[config.mk]
export PLATFORM = sky130hd
export DESIGN_NAME = wfs_update
export DESIGN_NICKNAME = d
export VERILOG_FILES = /design/src/sv/wfs_pkg.sv /design/src/sv/wfs_update.sv
export SDC_FILE = /design/constraint.sdc
export NUM_CORES = 2
export LEC_CHECK = 0
export ABC_AREA = 1
export BUFFER_PORTS_ARGS = -buffer_cell sky130_fd_sc_hd__buf_4
export CORE_AREA = 3 3 491 250
export CTS_BUF_LIST = sky130_fd_sc_hd__clkbuf_2 sky130_fd_sc_hd__clkbuf_4 sky130_fd_sc_hd__clkbuf_8
export DETAILED_ROUTE_END_ITERATION = 10
export DIE_AREA = 0 0 494 253
export HOLD_SLACK_MARGIN = 0.12
export PLACE_DENSITY_LB_ADDON = 0.12
export SLEW_MARGIN = 25
export SYNTH_ARGS = -nofsm -noshare
export SYNTH_HDL_FRONTEND = slang
export SYNTH_SLANG_ARGS = --single-unit
[constraint.sdc]
create_clock -name clk -period 10 [get_ports clk]
set_input_delay 0.5 -clock clk [delete_from_list [all_inputs] [get_ports clk]]
set_output_delay 0.5 -clock clk [all_outputs]
set_load 0.02 [all_outputs]
[src/sv/wfs_pkg.sv]
// shared constants, types and helpers for the damped 2-D wave stencil block
// no dependencies; used by every module of the block
package wfs_pkg;

	// geometry and number format
	localparam int VALUE_BITS     = 20;
	localparam int MAX_COLS       = 256;
	localparam int MAX_ROWS       = 1024;
	localparam int MIN_DIM        = 3;
	localparam int COL_BITS       = $clog2(MAX_COLS);
	localparam int ROW_BITS       = $clog2(MAX_ROWS);
	localparam int COEF_FRAC_BITS = 16;
	localparam int COEF_HALF      = 1 << (COEF_FRAC_BITS - 1);

	// configuration register widths
	localparam int COLS_CFG_BITS  = 9;
	localparam int ROWS_CFG_BITS  = 11;
	localparam int C2_BITS        = 15;
	localparam int DAMP_BITS      = 16;
	localparam int CFG_DATA_BITS  = 16;
	localparam int CFG_INDEX_BITS = 2;

	// configuration reset values
	localparam logic [COLS_CFG_BITS-1:0] GRID_COLS_RST = COLS_CFG_BITS'(80);
	localparam logic [ROWS_CFG_BITS-1:0] GRID_ROWS_RST = ROWS_CFG_BITS'(24);
	localparam logic [C2_BITS-1:0]       SPEED_SQ_RST  = C2_BITS'(13271);
	localparam logic [DAMP_BITS-1:0]     DAMPING_RST   = DAMP_BITS'(65077);

	// display thresholds on |value| in Q.14
	localparam int BLANK_MAX = 2621;
	localparam int LVL_T1    = 18351;
	localparam int LVL_T2    = 34079;
	localparam int LVL_T3    = 49808;

	typedef enum logic [CFG_INDEX_BITS-1:0] {
		CFG_GRID_COLS = 2'd0,
		CFG_GRID_ROWS = 2'd1,
		CFG_SPEED_SQ  = 2'd2,
		CFG_DAMPING   = 2'd3
	} cfg_reg_t;

	typedef logic signed [VALUE_BITS-1:0] value_t;
	typedef logic [COL_BITS-1:0]          col_t;
	typedef logic [ROW_BITS-1:0]          row_t;
	typedef logic [3:0]                   level_t;

	localparam level_t LVL_BLANK       = 4'd0;
	localparam level_t LVL_TROUGH_BASE = 4'd1;
	localparam level_t LVL_CREST_BASE  = 4'd5;
	localparam level_t LVL_MAX         = 4'd8;

	// one incoming cell
	typedef struct packed {
		value_t cur_value;
		value_t prev_value;
	} wfs_in_t;

	// one result
	typedef struct packed {
		value_t new_value;
		level_t display_level;
		col_t   cell_col;
		row_t   cell_row;
		logic   frame_last;
	} wfs_out_t;

	// per-cell bookkeeping that travels down the pipeline
	typedef struct packed {
		col_t col;
		row_t row;
		logic has_above;
		logic has_own;
		logic interior;
		logic last;
	} wfs_tag_t;

	// finished update handed from the datapath to the output stage
	typedef struct packed {
		logic     valid;
		wfs_tag_t tag;
		value_t   value;
		level_t   level;
	} wfs_calc_t;

	// display level from a saturated value
	function automatic level_t level_of(value_t v);
		logic [VALUE_BITS:0] a;
		logic [1:0]          lv;
		level_t              base;
		a = v[VALUE_BITS-1] ? ({1'b0, ~v} + (VALUE_BITS+1)'(1)) : {1'b0, v};
		if (a >= LVL_T3) lv = 2'd3;
		else if (a >= LVL_T2) lv = 2'd2;
		else if (a >= LVL_T1) lv = 2'd1;
		else lv = 2'd0;
		base = v[VALUE_BITS-1] ? LVL_TROUGH_BASE : LVL_CREST_BASE;
		if (a <= BLANK_MAX) level_of = LVL_BLANK;
		else level_of = base + {2'b00, lv};
	endfunction

endpackage

[src/sv/wfs_update.sv]
// stencil arithmetic: laplacian, speed product, rounding, damping, saturation
// depends on wfs_pkg; four pipeline stages that advance together on adv
module wfs_update (
	input  logic                             clk,
	input  logic                             arst_n,
	input  logic                             adv,
	input  logic                             vld_s1,
	input  wfs_pkg::wfs_tag_t                tag_s1,
	input  wfs_pkg::value_t                  cur,
	input  wfs_pkg::value_t                  u,
	input  wfs_pkg::value_t                  n,
	input  wfs_pkg::value_t                  e,
	input  wfs_pkg::value_t                  p,
	input  logic [wfs_pkg::C2_BITS-1:0]      c2,
	input  logic [wfs_pkg::DAMP_BITS-1:0]    damp,
	output wfs_pkg::wfs_calc_t               calc
);

	localparam int LAP_BITS  = wfs_pkg::VALUE_BITS + 4;
	localparam int D_BITS    = wfs_pkg::VALUE_BITS + 2;
	localparam int PROD_BITS = LAP_BITS + wfs_pkg::C2_BITS + 1;
	localparam int S_BITS    = PROD_BITS + 1;
	localparam int T_BITS    = S_BITS - wfs_pkg::COEF_FRAC_BITS;
	localparam int M_BITS    = T_BITS + wfs_pkg::DAMP_BITS + 1;
	localparam int R_BITS    = M_BITS - wfs_pkg::COEF_FRAC_BITS;

	typedef logic signed [LAP_BITS-1:0]  lap_t;
	typedef logic signed [D_BITS-1:0]    d_t;
	typedef logic signed [PROD_BITS-1:0] prod_t;
	typedef logic signed [S_BITS-1:0]    s_t;
	typedef logic signed [T_BITS-1:0]    t_t;
	typedef logic signed [M_BITS-1:0]    m_t;
	typedef logic signed [R_BITS-1:0]    r_t;

	localparam wfs_pkg::value_t VAL_MAX = {1'b0, {(wfs_pkg::VALUE_BITS-1){1'b1}}};
	localparam wfs_pkg::value_t VAL_MIN = {1'b1, {(wfs_pkg::VALUE_BITS-1){1'b0}}};

	wfs_pkg::value_t   w_q;
	logic              vld_s2, vld_s3, vld_s4, vld_s5;
	wfs_pkg::wfs_tag_t tag_s2, tag_s3, tag_s4, tag_s5;
	lap_t              lap_s2;
	d_t                d_s2, d_s3;
	prod_t             prod_s3;
	t_t                t_s4;
	m_t                m_s5;
	logic signed [wfs_pkg::C2_BITS:0]   c2_sx;
	logic signed [wfs_pkg::DAMP_BITS:0] damp_sx;
	s_t                s_sum;
	m_t                m_rnd;
	r_t                v_rnd;
	wfs_pkg::value_t   v_sat;

	assign c2_sx   = $signed({1'b0, c2});
	assign damp_sx = $signed({1'b0, damp});

	// valid and tag shift
	always_ff @(posedge clk or negedge arst_n) begin
		if (!arst_n) begin
			vld_s2 <= 1'b0;
			vld_s3 <= 1'b0;
			vld_s4 <= 1'b0;
			vld_s5 <= 1'b0;
		end else if (adv) begin
			vld_s2 <= vld_s1;
			vld_s3 <= vld_s2;
			vld_s4 <= vld_s3;
			vld_s5 <= vld_s4;
		end
	end

	// rounded sum of centre term and speed term
	always_comb begin
		s_sum = (s_t'(d_s3) <<< wfs_pkg::COEF_FRAC_BITS) + s_t'(prod_s3)
			+ s_t'(wfs_pkg::COEF_HALF);
	end

	// datapath registers
	always_ff @(posedge clk) begin
		if (adv) begin
			tag_s2 <= tag_s1;
			tag_s3 <= tag_s2;
			tag_s4 <= tag_s3;
			tag_s5 <= tag_s4;
			// west neighbour is the previous cell's centre
			if (vld_s1) w_q <= u;
			lap_s2  <= lap_t'(n) + lap_t'(cur) + lap_t'(e) + lap_t'(w_q) - (lap_t'(u) <<< 2);
			d_s2    <= d_t'(u) + d_t'(u) - d_t'(p);
			prod_s3 <= lap_s2 * c2_sx;
			d_s3    <= d_s2;
			t_s4    <= $signed(s_sum[S_BITS-1:wfs_pkg::COEF_FRAC_BITS]);
			m_s5    <= t_s4 * damp_sx;
		end
	end

	// final rounding and saturation, borders give zero
	always_comb begin
		m_rnd = m_s5 + m_t'(wfs_pkg::COEF_HALF);
		v_rnd = $signed(m_rnd[M_BITS-1:wfs_pkg::COEF_FRAC_BITS]);
		if (v_rnd > r_t'(VAL_MAX)) v_sat = VAL_MAX;
		else if (v_rnd < r_t'(VAL_MIN)) v_sat = VAL_MIN;
		else v_sat = wfs_pkg::value_t'(v_rnd);
		if (!tag_s5.interior) v_sat = '0;
	end

	assign calc.valid = vld_s5;
	assign calc.tag   = tag_s5;
	assign calc.value = v_sat;
	assign calc.level = wfs_pkg::level_of(v_sat);

endmodule
==> results.json <==
{
  "status": "finished, final reports clean",
  "cpPeakStageDelay_ns": 0.79,
  "grt_max_degree": 127,
  "hpwlAfterDp_mm": 89.32,
  "ios": 204,
  "finalMaxSlewViolations": 0,
  "synthArstFlopShare": 0.01556,
  "synthesis.instances": 4648,
  "ys_warn_count": 0,
  "max_clock_freq_mhz": 141.1,
  "worstSetupStartpoint": "t_s4[9]$_DFFE_PP_",
  "period_minus_slack_ns": 7.085,
  "seq_area_mm2": 0.007697,
  "cts_tree": "yes",
  "fin_nets": 6027,
  "die-area_mm2": 0.1250,
  "tightest_slew_ns": 0.9264,
  "fillers": 12034,
  "cp_max_fo": 16,
  "final_common_cell": "inv_1",
  "hold_class": "in -> async",
  "synthFlopType": "edfxtp_1",
  "drt-wirelength-per-cell_um": 16.86,
  "final_cell_mix": "inv_1 (1303), nand2_1 (1092), fa_1 (804), ha_1 (268), edfxtp_1 (253)",
  "setup_viol": 0,
  "cap_violations": 0,
  "synth_cell_type_count": 50,
  "finClkSkew_ns": 0.02821,
  "drc_errors": 0,
  "reg2reg_depth": 29,
  "grt_pass1_vias": 31941,
  "cts_buffers": 46,
  "num_rows": 89,
  "clock_path_buffers": 3,
  "multi_input_area_mm2": 0.02812,
  "drt_iter0_drc": 1495,
  "antenna_found_initial": 2,
  "start_kind": "register",
  "num_vias": 29020,
  "crit_arrival_ns": 7.47,
  "start_util": 0.3504,
  "overflow": 0,
  "synth.avg_cell_area_um2": 8.898,
  "syn_nets": 5878,
  "clk_pin_slew_ns": 0.06,
  "relSlewSlack": 0.3824,
  "core_mm2": 0.1180,
  "layout-drive-gt1-share": 0.07035,
  "routed_wl_mm": 108.4,
  "worstSetupEndpointType": "register",
  "grt_pass1_wl_mm": 176.6,
  "gp_congestion": 0.8849,
  "grtUsageTotal": 0.1787,
  "port-buffer-count": 203,
  "netlist_area_mm2": 0.04136,
  "worstSetupPathType": "reg -> reg",
  "slowest_stage": "edfxtp_1",
  "htree_levels": 2,
  "cts_root_buf": "clkbuf_8",
  "drtPass1Iterations": 5,
  "die_w_um": 494,
  "final_hold_viol_count": 0,
  "synth-seq-area-share": 0.1861,
  "area_growth_pct": 10.47,
  "r2r_start": "t_s4[9]$_DFFE_PP_",
  "cp.required_ns": 10.39,
  "ys_seq_elements": 257,
  "via_per_inst": 4.515,
  "die_h_um": 253,
  "worstSkewPairLatency_ns": 0.65,
  "r2r-end": "m_s5[38]$_DFFE_PP_",
  "fin_setup_tns_ns": 0,
  "clock-sinks": 257,
  "crit_top_cell": "nand2_1",
  "rsz0062_at_grt": "no",
  "synth-edff-count": 253,
  "cts_setup_buffers": 0,
  "period_share": 0.7085,
  "ff2ff_setup_slack_ns": 2.92,
  "ant_nets": 0
}
[per-stage QoR]
step / cells / instance area (um^2) / hold slack [ns] / worst slack, ns / utilization
floorplan: 4648 / 41360 / 0.2044 / 3.426 / -
global placement: 6296 / 44340 / 0.2994 / 2.949 / 0.3756
detailed placement: 6296 / 44340 / 0.3010 / 2.933 / 0.3756
CTS: 6425 / 45680 / 0.1635 / 2.942 / 0.3870
global route: 6427 / 45690 / 0.1679 / 2.523 / 0.3871
finish: 6427 / 45690 / 0.2067 / 2.915 / 0.3871
[worst max-delay path: cells and delay by family (launching register included)]
kind / cells / cell delay (ns)
AO/OA/AOI/OAI: 7 / 1.28
flip-flops: 1 / 0.79
adder cells (fa/ha/maj): 7 / 3.50
AND/OR/NAND/NOR: 9 / 0.80
buffers and inverters: 5 / 0.30
XOR/XNOR: 1 / 0.14
[routing by layer]
layer  GRT usage  routed length (um)
met1      0.2549               51750
met5           0                   0
met2      0.3026               51610
met3     0.01620                3929
met4     0.02574                1095
[cell usage after synthesis (all sizes together), types with 8 or more instances]
cell | n | area [um^2]
xor2 | 99 | 867.1
nor3 | 18 | 100.1
inv | 1311 | 4921
xnor2 | 55 | 489.2
a21oi | 156 | 784.5
buf | 8 | 61.30
ha | 268 | 3353
clkbuf | 150 | 563.0
o21ai | 66 | 334.1
nor2 | 157 | 631.9
nand2 | 1108 | 4204
nand3b | 10 | 75.07
edfxtp | 253 | 7597
nand3 | 105 | 615.6
fa | 805 | 16120
nand4 | 16 | 100.1
[what timing repair did]
action / in CTS / in global routing
hold buffers: 45 / 0
resized for setup: 0 / 0
hold endpoints to repair: 48 / 0
setup endpoints to repair: 0 / 0
[sequential cells by signal (all words and copies together), names as in the netlist]
name	flops
w_q	20
calc	22
vld_s5	1
tag_s4	22
vld_s4	1
d_s2	22
lap_s2	24
m_s5	27
vld_s3	1
prod_s3	25
tag_s2	22
d_s3	22
t_s4	25
tag_s3	22
vld_s2	1
[cell type report]
cell class	count	area share
inverters	1311	0.1077
multi-input cells	2922	0.6154
repair buffers	259	0.04519
flip-flops and latches	257	0.1685
clock buffers	58	0.01597
diodes	2	0.0001095
clock inverters	26	0.003533
well taps	1592	0.04360
[worst max path at each step]
| stage | endpoint | slack (ns) | cells after the start |
|---|---|---|---|
| 2_1_floorplan | m_s5[38]$_DFFE_PP_ | 3.43 | 31 |
| 5_1_grt | m_s5[40]$_DFFE_PP_ | 2.52 | 29 |
| 3_5_place_dp | m_s5[38]$_DFFE_PP_ | 2.93 | 30 |
| 4_1_cts | m_s5[38]$_DFFE_PP_ | 2.94 | 29 |
| 6_report | m_s5[38]$_DFFE_PP_ | 2.92 | 29 |
| 3_3_place_gp | m_s5[40]$_DFFE_PP_ | 2.95 | 30 |
[logic make-up after synthesis]
family | after synthesis | share of synthesized area
AOI/OAI and AO/OA | 274 | 0.03661
and+or+nand+nor | 1420 | 0.1394
DFF | 257 | 0.1861
buffers and inverters | 1469 | 0.1341
adders and majority gates | 1073 | 0.4707
xor gates and xnor gates | 154 | 0.03279
muxes | 1 | 0.0002723
Power is not shown: default switching activity piles up to over one toggle a cycle in this logic, so the estimate is an artifact.
